$ cat src/hdl/sorted_priority_queue_top_macros.svh
// Assertion macros for the sorted priority queue top level.
// Relies on clk and rst_n being visible at the point of use.
`ifndef SORTED_PRIORITY_QUEUE_TOP_MACROS_SVH
`define SORTED_PRIORITY_QUEUE_TOP_MACROS_SVH

// Condition must hold at every edge outside reset.
`define SPQ_ASSERT_ALWAYS(lbl, cond, msg) \
  lbl: assert property (@(posedge clk) disable iff (!rst_n) (cond)) else $error(msg);

// Trigger in this cycle implies the check in the next cycle.
`define SPQ_ASSERT_NEXT(lbl, trig, chk, msg) \
  lbl: assert property (@(posedge clk) disable iff (!rst_n) (trig) |=> (chk)) else $error(msg);

// Trigger implies the check in the same cycle.
`define SPQ_ASSERT_SAME(lbl, trig, chk, msg) \
  lbl: assert property (@(posedge clk) disable iff (!rst_n) (trig) |-> (chk)) else $error(msg);

`endif

$ cat src/hdl/spq_pkg.sv
// Shared types and constants for the sorted priority queue.
// No dependencies.
`default_nettype none
package spq_pkg;

  localparam int DEPTH_DEF = 16;
  localparam int DATA_W    = 32;
  localparam int PRIO_W    = 8;
  localparam int OCC_W     = 5;

  localparam logic OP_INSERT = 1'b0;
  localparam logic OP_DELETE = 1'b1;

  typedef enum logic [1:0] {
    ST_OK    = 2'd0,
    ST_EMPTY = 2'd1,
    ST_FULL  = 2'd2
  } status_t;

  typedef struct packed {
    logic [DATA_W-1:0] data;
    logic [PRIO_W-1:0] prio;
  } entry_t;

  // Broadcast to every cell of the chain.
  typedef struct packed {
    logic   ins_en;
    logic   del_en;
    entry_t ent;
  } cmd_t;

endpackage
`default_nettype wire

$ cat src/hdl/spq_cell.sv
// One slot of the sorted chain: holds an entry, shifts right on insert,
// left on delete. Depends on spq_pkg.
`default_nettype none
module spq_cell #(
  parameter int IDX   = 0,
  parameter int CNT_W = 5
) (
  input  wire logic             clk,
  input  wire logic [CNT_W-1:0] count_i,
  input  wire spq_pkg::cmd_t    cmd_i,
  input  wire spq_pkg::entry_t  left_i,
  input  wire logic             left_after_i,
  input  wire spq_pkg::entry_t  right_i,
  output spq_pkg::entry_t       entry_o,
  output logic                  after_o
);
  import spq_pkg::*;

  entry_t entry_r;
  entry_t entry_nxt;
  logic   occ;

  // slot holds a live entry when it sits below the fill count
  assign occ     = CNT_W'(IDX) < count_i;
  // empty slots and strictly higher priorities lie behind the new entry
  assign after_o = !occ || (entry_r.prio > cmd_i.ent.prio);
  assign entry_o = entry_r;

  always_comb begin
    entry_nxt = entry_r;
    if (cmd_i.ins_en && after_o) begin
      entry_nxt = left_after_i ? left_i : cmd_i.ent;
    end else if (cmd_i.del_en) begin
      entry_nxt = right_i;
    end
  end

  always_ff @(posedge clk) begin
    entry_r <= entry_nxt;
  end

endmodule
`default_nettype wire

$ cat src/hdl/sorted_priority_queue_top.sv
// Sorted priority queue top level: fill count, cell chain, result register.
// Depends on spq_pkg, spq_cell and sorted_priority_queue_top_macros.svh.
//
//   channel | direction | handshake          | payload
//   --------+-----------+--------------------+-------------------------------------
//   in      | input     | in_valid/in_stall  | in_opcode, in_item_data, in_item_priority
//   out     | output    | out_valid/out_stall| out_data, out_priority, out_status, out_occupancy
//
// One transaction per cycle while in_stall is low. Every accepted transaction gives its
// result in the next cycle from the output register; the chain updates in that same edge.
// The cell chain sets this rate: all slots compare against the new
// priority in parallel and shift by one place, so the next transaction sees it.
// rst_n (synchronous, active low) clears the fill count and the output valid;
// slot contents need no reset since only slots below the count are ever read.
// in_stall rises only while a result waits and out_stall holds it.
`default_nettype none
module sorted_priority_queue_top #(
  parameter int DEPTH = spq_pkg::DEPTH_DEF
) (
  input  wire logic                         clk,
  input  wire logic                         rst_n,
  input  wire logic                         in_valid,
  output logic                              in_stall,
  input  wire logic                         in_opcode,
  input  wire logic signed [spq_pkg::DATA_W-1:0] in_item_data,
  input  wire logic [spq_pkg::PRIO_W-1:0]   in_item_priority,
  output logic                              out_valid,
  input  wire logic                         out_stall,
  output logic signed [spq_pkg::DATA_W-1:0] out_data,
  output logic [spq_pkg::PRIO_W-1:0]        out_priority,
  output logic [1:0]                        out_status,
  output logic [spq_pkg::OCC_W-1:0]         out_occupancy
);
  import spq_pkg::*;

  `include "sorted_priority_queue_top_macros.svh"

  localparam int CNT_W = $clog2(DEPTH + 1);

  // fill count, 0..DEPTH
  logic [CNT_W-1:0] count_r, count_nxt;

  // result register
  logic              out_valid_r, out_valid_nxt;
  logic [DATA_W-1:0] out_data_r, out_data_nxt;
  logic [PRIO_W-1:0] out_prio_r, out_prio_nxt;
  status_t           out_status_r, out_status_nxt;
  logic [CNT_W-1:0]  out_cnt_r, out_cnt_nxt;

  logic   in_fire;
  logic   full, empty;
  cmd_t   cmd;
  entry_t cell_entry [DEPTH];
  logic   cell_after [DEPTH];
  logic [OCC_W+CNT_W-1:0] occ_ext;

  // a waiting result that is held blocks the input
  assign in_stall = out_valid_r && out_stall;
  assign in_fire  = in_valid && !in_stall;

  assign full  = count_r == CNT_W'(DEPTH);
  assign empty = count_r == '0;

  assign cmd.ins_en   = in_fire && (in_opcode == OP_INSERT) && !full;
  assign cmd.del_en   = in_fire && (in_opcode == OP_DELETE) && !empty;
  assign cmd.ent.data = in_item_data;
  assign cmd.ent.prio = in_item_priority;

  // ---------------------------------------------------------------------------
  // Cell chain: slot 0 is the head (lowest priority, oldest among equals).
  // Insert: every slot behind the new entry takes its left neighbor, the first
  // such slot takes the new entry. Delete: each slot takes its right neighbor, the tail keeps its own.
  // ---------------------------------------------------------------------------
  for (genvar gi = 0; gi < DEPTH; gi++) begin : g_cell
    entry_t left_ent;
    logic   left_aft;
    entry_t right_ent;

    if (gi == 0) begin : g_head
      assign left_ent = cmd.ent;
      assign left_aft = 1'b0;
    end else begin : g_body
      assign left_ent = cell_entry[gi-1];
      assign left_aft = cell_after[gi-1];
    end

    if (gi == DEPTH - 1) begin : g_tail
      assign right_ent = cell_entry[gi];
    end else begin : g_mid
      assign right_ent = cell_entry[gi+1];
    end

    spq_cell #(
      .IDX   (gi),
      .CNT_W (CNT_W)
    ) u_cell (
      .clk          (clk),
      .count_i      (count_r),
      .cmd_i        (cmd),
      .left_i       (left_ent),
      .left_after_i (left_aft),
      .right_i      (right_ent),
      .entry_o      (cell_entry[gi]),
      .after_o      (cell_after[gi])
    );
  end

  // ---------------------------------------------------------------------------
  // Count and result
  // ---------------------------------------------------------------------------
  always_comb begin
    count_nxt      = count_r;
    out_valid_nxt  = out_valid_r && out_stall;
    out_data_nxt   = out_data_r;
    out_prio_nxt   = out_prio_r;
    out_status_nxt = out_status_r;
    out_cnt_nxt    = out_cnt_r;
    if (in_fire) begin
      out_valid_nxt  = 1'b1;
      out_data_nxt   = '0;
      out_prio_nxt   = '0;
      out_status_nxt = ST_OK;
      if (in_opcode == OP_INSERT) begin
        if (full) begin
          out_status_nxt = ST_FULL;
        end else begin
          count_nxt = count_r + CNT_W'(1);
        end
      end else begin
        if (empty) begin
          out_status_nxt = ST_EMPTY;
        end else begin
          count_nxt    = count_r - CNT_W'(1);
          out_data_nxt = cell_entry[0].data;
          out_prio_nxt = cell_entry[0].prio;
        end
      end
      out_cnt_nxt = count_nxt;
    end
  end

  always_ff @(posedge clk) begin
    if (!rst_n) begin
      count_r     <= '0;
      out_valid_r <= 1'b0;
    end else begin
      count_r     <= count_nxt;
      out_valid_r <= out_valid_nxt;
    end
  end

  always_ff @(posedge clk) begin
    out_data_r   <= out_data_nxt;
    out_prio_r   <= out_prio_nxt;
    out_status_r <= out_status_nxt;
    out_cnt_r    <= out_cnt_nxt;
  end

  // occupancy is reported modulo 32
  assign occ_ext = {{OCC_W{1'b0}}, out_cnt_r};

  assign out_valid     = out_valid_r;
  assign out_data      = out_data_r;
  assign out_priority  = out_prio_r;
  assign out_status    = out_status_r;
  assign out_occupancy = occ_ext[OCC_W-1:0];

  // ---------------------------------------------------------------------------
  // Assertions
  // ---------------------------------------------------------------------------
  `SPQ_ASSERT_ALWAYS(a_count_bound, count_r <= CNT_W'(DEPTH), "fill count above depth")
  `SPQ_ASSERT_NEXT(a_ins_count, cmd.ins_en,
                   count_r == $past(count_r) + CNT_W'(1), "insert did not grow count")
  `SPQ_ASSERT_NEXT(a_del_head, cmd.del_en,
                   out_prio_r == $past(cell_entry[0].prio), "delete returned wrong head")
  `SPQ_ASSERT_SAME(a_fail_zero, out_valid_r && (out_status_r != ST_OK),
                   out_data_r == '0 && out_prio_r == '0, "failed transaction carries payload")

endmodule
`default_nettype wire

$ cat config.mk
export PLATFORM = sky130hd
export DESIGN_NAME = sorted_priority_queue_top
export DESIGN_NICKNAME = d
export VERILOG_FILES = /design/src/hdl/spq_pkg.sv /design/src/hdl/spq_cell.sv /design/src/hdl/sorted_priority_queue_top.sv
export VERILOG_INCLUDE_DIRS = /design/src /design/src/hdl
export SDC_FILE = /design/constraint.sdc
export NUM_CORES = 2
export LEC_CHECK = 0
export ABC_AREA = 1
export BUFFER_PORTS_ARGS = -buffer_cell sky130_fd_sc_hd__buf_2
export CAP_MARGIN = 10
export CORE_ASPECT_RATIO = 2
export CORE_MARGIN = 2
export CORE_UTILIZATION = 55
export DETAILED_ROUTE_END_ITERATION = 8
export PLACE_DENSITY = 0.7
export SLEW_MARGIN = 20
export SYNTH_ARGS = -nofsm -noshare
export SYNTH_HDL_FRONTEND = slang
export SYNTH_SLANG_ARGS = --single-unit
$ cat constraint.sdc
create_clock -name clk -period 11 [get_ports clk]
set_clock_uncertainty 0.15 [all_clocks]
set_input_delay 2.2 -clock clk [delete_from_list [all_inputs] [get_ports clk]]
set_output_delay 2.2 -clock clk [all_outputs]
set_load 0.01 [all_outputs]
Word level (Yosys, flattened, before mapping)
Index checks and enable logic that the tools add are counted.
Widths: inputs -> output; s select.
- flip-flop bits (word level): 693
- bits in latches: 0
- logic and storage cells: 200
- memories: 0
- input port bits: 45
- output and inout bits: 49
- memory bits (writable): 0
- memory bits (read-only): 0
- equal/unequal tests: 1
- multiplexer cells: 52
- shift operators: 0
- $add $sub $neg: 2
- div/mod/pow operators: 0
- multipliers: 0
- reductions and logical operators: 74
- bitwise operators: 1
- order comparisons: 32
- operators with widths (operator ; count):
    $mux 40 ; 45
    $gt 8x8->1 ; 16
    $lt 4x5->1 const A ; 8
    $reduce_bool 2->1 ; 15
    $logic_and 1x1->1 ; 22
    $lt 3x5->1 const A ; 4
    $logic_not 1->1 ; 19
    $logic_or 1x1->1 ; 16
    $mux 5 ; 3
    $lt 1x5->1 const A ; 2
    $lt 2x5->1 const A ; 2
    $add 5x1->5 const B ; 1
    $eq 5x5->1 const B ; 1
    $logic_not 5->1 ; 1
    $sub 5x1->5 const B ; 1
    $mux 2 ; 2
    $mux 1 ; 2
    $reduce_or 2->1 ; 1
    $not 1->1 ; 1

Longest topological paths before layout
- depth in word-level cells: 7
- gate-level depth with buffers: 16
- mapped depth without buffers: 15

Hierarchy
Synthesis repeated with hierarchy kept, for this count alone.
- cell total of the unflattened synthesis: 4507
- area, all modules: 42757.3 sq um
- modules (own cells, without submodules) (module ; seq. area each (sq um) ; instances ; cells an instance ; area an instance (sq um)):
    spq_cell (g_cell[0].u_cell ...) ; 1201.2 ; 5 ; 269 ; 2517.4
    spq_cell (g_cell[13].u_cell ...) ; 1201.2 ; 2 ; 267 ; 2547.4
    spq_cell (g_cell[3].u_cell ...) ; 1201.2 ; 2 ; 267 ; 2544.9
    spq_cell (g_cell[10].u_cell) ; 1201.2 ; 1 ; 269 ; 2561.2
    spq_cell (g_cell[12].u_cell) ; 1201.2 ; 1 ; 269 ; 2560.0
    spq_cell (g_cell[14].u_cell) ; 1201.2 ; 1 ; 267 ; 2548.7
    spq_cell (g_cell[11].u_cell) ; 1201.2 ; 1 ; 267 ; 2546.2
    spq_cell (g_cell[8].u_cell) ; 1201.2 ; 1 ; 269 ; 2519.9
    spq_cell (g_cell[1].u_cell) ; 1201.2 ; 1 ; 269 ; 2516.2
    spq_cell (g_cell[15].u_cell) ; 1201.2 ; 1 ; 265 ; 2501.1
    sorted_priority_queue_top ; 1531.5 ; 1 ; 219 ; 2232.1

Worst setup path before layout
No wires, ideal clock.
- path kind: input -> register
- start point: input out_stall
- end point: register g_cell[15].u_cell.entry_r, in the netlist g_cell[15].u_cell.entry_o[0], enable pin
- arrival time: 5.902 ns
- setup time: 0.451 ns
- setup slack: 4.498 ns
- required time: 10.399 ns
- cell stages on the path: 5
- buffers on the path: 0
- cells stage by stage: nand2_1 -> inv_1 -> nor2_2 -> nand2_4 -> a21oi_1
- cells in the longest elaborated chain, start to end: 6
- ends and longest elaborated chain (item ; line ; text):
    start: declaration ; sorted_priority_queue_top.sv:28 ; input wire logic out_stall,
    $logic_and 1x1->1 ; sorted_priority_queue_top.sv:58 ; assign in_stall = out_valid_r && out_stall;
    net in_stall ; sorted_priority_queue_top.sv:23 ; output logic in_stall,
    $logic_not 1->1 ; sorted_priority_queue_top.sv:59 ; assign in_fire = in_valid && !in_stall;
    $logic_and 1x1->1 ; sorted_priority_queue_top.sv:59 ;
    net in_fire ; sorted_priority_queue_top.sv:50 ; logic in_fire;
    $logic_and 1x1->1 (2 in series) ; sorted_priority_queue_top.sv:64 ; assign cmd.ins_en = in_fire && (in_opcode == OP_INSERT) && !full;
    $logic_and 1x1->1 ; spq_cell.sv:31 ; if (cmd_i.ins_en && after_o) begin
    end signal: assignment ; spq_cell.sv:39 ; entry_r <= entry_nxt;
    end: declaration ; spq_cell.sv:19 ; entry_t entry_r;
The timed path passes the listed nets, and every way through them passes these cells.
A chain may end at the register's enable or synchronous reset.

==> reports/metrics.yaml <==
sta:
  drv_slew: 0
  slew_headroom_pct: 31.33
  finalCritPeriodShare_pct: 60.87
  fmax_mhz: 149.4
  rsz0062_at_grt: "no"
  hold_viol_final: 0
  setup_violations: 0
  setup_tns_ns: 0
  finalWorstSetupSlack_ns: 4.305
  worst_pin_slew_ns: 1.026
  period_minus_slack_ns: 6.695
grt:
  grt_first_pass_wirelength_mm: 207.1
  antenna_found_initial: 1
  grt_pass1_vias: 34550
  grt_max_degree: 82
  grtUsageTotal_pct: 35.73
  grt_overflow: 0
setup_path:
  crit_arrival_ns: 6.96
  cp_data_required_time_ns: 11.26
  worstReg2RegStart: "g_cell[8].u_cell.entry_o[1]$_DFFE_PP_"
  r2r_end: "g_cell[8].u_cell.entry_o[31]$_DFFE_PP_"
  critPathKind: "in2reg"
  startpoint_type: "input pin"
  cp_max_fo: 42
  crit_end: "g_cell[8].u_cell.entry_o[31]$_DFFE_PP_"
  worstSetupStartpoint: "in_item_priority[6]"
  endpoint_kind: "flop"
  r2r_cells: 14
  ff2ff_setup_slack_ns: 6.46
clock_tree:
  cts_setup_buffers: 0
  hold_buffers: 0
  cts_resized: 0
  cts_htree_levels: 3
  clk_path_buf_depth: 3
  cts.sinks: 693
  path_clk_slew_ns: 0.07
  cts_root_buffer: "clkbuf_16"
  cts_made_buffers: 67
  insertion_delay_ns: 0.67
  cts_tree: "built"
synth:
  async_flop_share_pct: 0
  ys_warn_count: 0
  synth_edf_count: 687
  synth_compound_area_share_pct: 2.065
  ys_ff_latch: 693
  synth-xor-area-share_pct: 0.08629
  avgSynthCellArea_um2: 7.669
  yosysSeqAreaShare_pct: 51.11
  muxShareOfSynthArea_pct: 0
  ys_types: 31
  synth_top_area_share_pct: 50.82
  netlist_area_mm2: 0.04060
  synthesis.nets: 5471
  syn_inst: 5294
  synth_top_area_cell: "edfxtp_1"
  ys.flop_type: "edfxtp_1"
  yosysMostFrequentCell: "nand2_1"
  synth.area.top_cells: "edfxtp_1 (51%), nand2_1 (29%), nand3_1 (7.0%), ha_1 (4.1%), clkbuf_1 (1.8%)"
  synth_top_family_by_area: "simple AND/OR/NAND/NOR gates"
  synthSimpleGateAreaFrac_pct: 37.03
  yosys-top-cells-count: "nand2_1 (3101), edfxtp_1 (687), nand3_1 (566)"
  yosys.area_share.adder_pct: 4.068
worst_hold_path:
  hold_path.class: "reg2reg"
layout:
  num-nets-final: 5360
  areaGrowthSynthToFinish_pct: 7.181
  area.sequential_mm2: 0.02075
  drive_gt1_share_pct: 5.977
  multi_input_area_mm2: 0.01765
  fillers: 6840
  fin_util_pct: 59.71
  insertedDiodeCount: 0
floorplanning:
  initial_utilization_pct: 55.71
  io_pins: 94
  num_rows: 140
  dieHeight_um: 388.2
  core_mm2: 0.07287
  die_w_um: 196.1
  design.die.area_mm2: 0.07613
route:
  wl_per_cell_um: 22.11
  ant_nets: 0
  drcViolationCount: 0
  drt-initial-drc-count: 4057
  vias_per_cell: 5.849
  wl_mm: 136.2
  num_vias: 36030
  dr.pass1.iters: 8
place:
  port_buffers: 93
  place_congestion: 0.9588
  place_ws_ns: 3.777
  dp_hpwl_mm: 92.90
job:
  cap_violations: 0
power:
  power_density_mw_per_mm2: 186.3
  peakVddDrop_v: 0.0001493
  total_leakage_power_nw: 21.38
outcome:
  status: "finished clean"
[per-stage QoR]
step | power [W] | hold slack (ns) | cell area [µm²] | cells
final | 0.008108 | 0.3347 | 43510 | 6160
after global routing | 0.008452 | 0.3696 | 43510 | 6160
after CTS | 0.008072 | 0.3428 | 43500 | 6160
after detailed placement | 0.005646 | 0.3335 | 41250 | 6037
after global placement | 0.005618 | 0.3198 | 41250 | 6037
after floorplan | 0.004966 | 0.3444 | 40600 | 5294
[worst max-delay path: stages]
cell	delay [ns]
buf_2	0.41
inv_1	0.57
ha_1	0.48
nand2_1	0.07
nor2_1	0.14
nand4_1	0.09
nand2_1	0.08
buf_4	0.47
nand2_2	0.75
nand2_4	0.77
inv_2	0.54
nand2_1	0.23
nand2_1	0.07
[power breakdown]
part	leakage, nW	switching, W	internal (W)
clock	1.09	0.00109	0.00137
combinational	13.7	0.00147	0.000549
sequential	6.60	0.000242	0.00339
total	21.4	0.00280	0.00531
[kinds of logic (layout without fill, tap and decap cells)]
kind of cell | after synthesis | after routing
buffers and inverters | 530 | 473
AO/OA/AOI/OAI | 158 | 158
AND/OR/NAND/NOR | 3777 | 3777
adder cells (fa/ha/maj) | 132 | 132
XOR/XNOR | 4 | 4
flip-flops | 693 | 693
[sequential cells by signal, indices dropped and copies added (netlist names)]
name and flops:
out_status 2, out_occupancy 5, out_priority 8, g_cell.u_cell.entry_o 640, count_r 5, out_data 32
out_valid 1
[layer usage]
| metal | track usage [%] | routed length [µm] | up-vias |
|---|---|---|---|
| met5 | 0 | 13 | - |
| met4 | 18.33 | 7791 | 2 |
| met3 | 5.683 | 12990 | 504 |
| met2 | 61.00 | 65760 | 2181 |
| met1 | 43.65 | 49670 | 16510 |
| li1 | - | - | 16830 |
[layout by cell type (no fill, tap or decap), drive strengths merged]
cell / instances
bufinv: 8
o22ai: 2
o21ai: 94
nor2: 80
clkinv: 27
nand4: 18
inv: 190
buf: 164
o211ai: 1
ha: 132
clkbuf: 82
a31oi: 2
edfxtp: 687
xor2: 2
o21a: 1
clkinvlp: 2
nand3: 566
o21bai: 1
a21o: 14
a21oi: 43
dfxtp: 6
xnor2: 2
nand2: 3113
[final cells by class]
type / count / share of cell area (%)
clock buffers: 82 / 4.172
clock inverters: 41 / 1.006
inverters: 186 / 1.616
multi-input cells: 4071 / 40.57
flip-flops and latches: 693 / 47.69
well taps: 923 / 2.654
repair buffers: 164 / 2.295
[how the worst min path moves through the flow]
stage / start / endpoint / slack [ns] / cells past startpoint
2_1_floorplan: g_cell[15].u_cell.entry_o[10]$_DFFE_PP_ / g_cell[14].u_cell.entry_o[10]$_DFFE_PP_ / 0.34 / 2
3_3_place_gp: out_valid$_SDFF_PN0_ / out_valid$_SDFF_PN0_ / 0.32 / 2
3_5_place_dp: out_valid$_SDFF_PN0_ / out_valid$_SDFF_PN0_ / 0.33 / 2
4_1_cts: out_valid$_SDFF_PN0_ / out_valid$_SDFF_PN0_ / 0.34 / 2
5_1_grt: out_valid$_SDFF_PN0_ / out_valid$_SDFF_PN0_ / 0.37 / 2
6_report: out_valid$_SDFF_PN0_ / out_valid$_SDFF_PN0_ / 0.33 / 2
No activity file was read; power rests on OpenSTA's default activity.
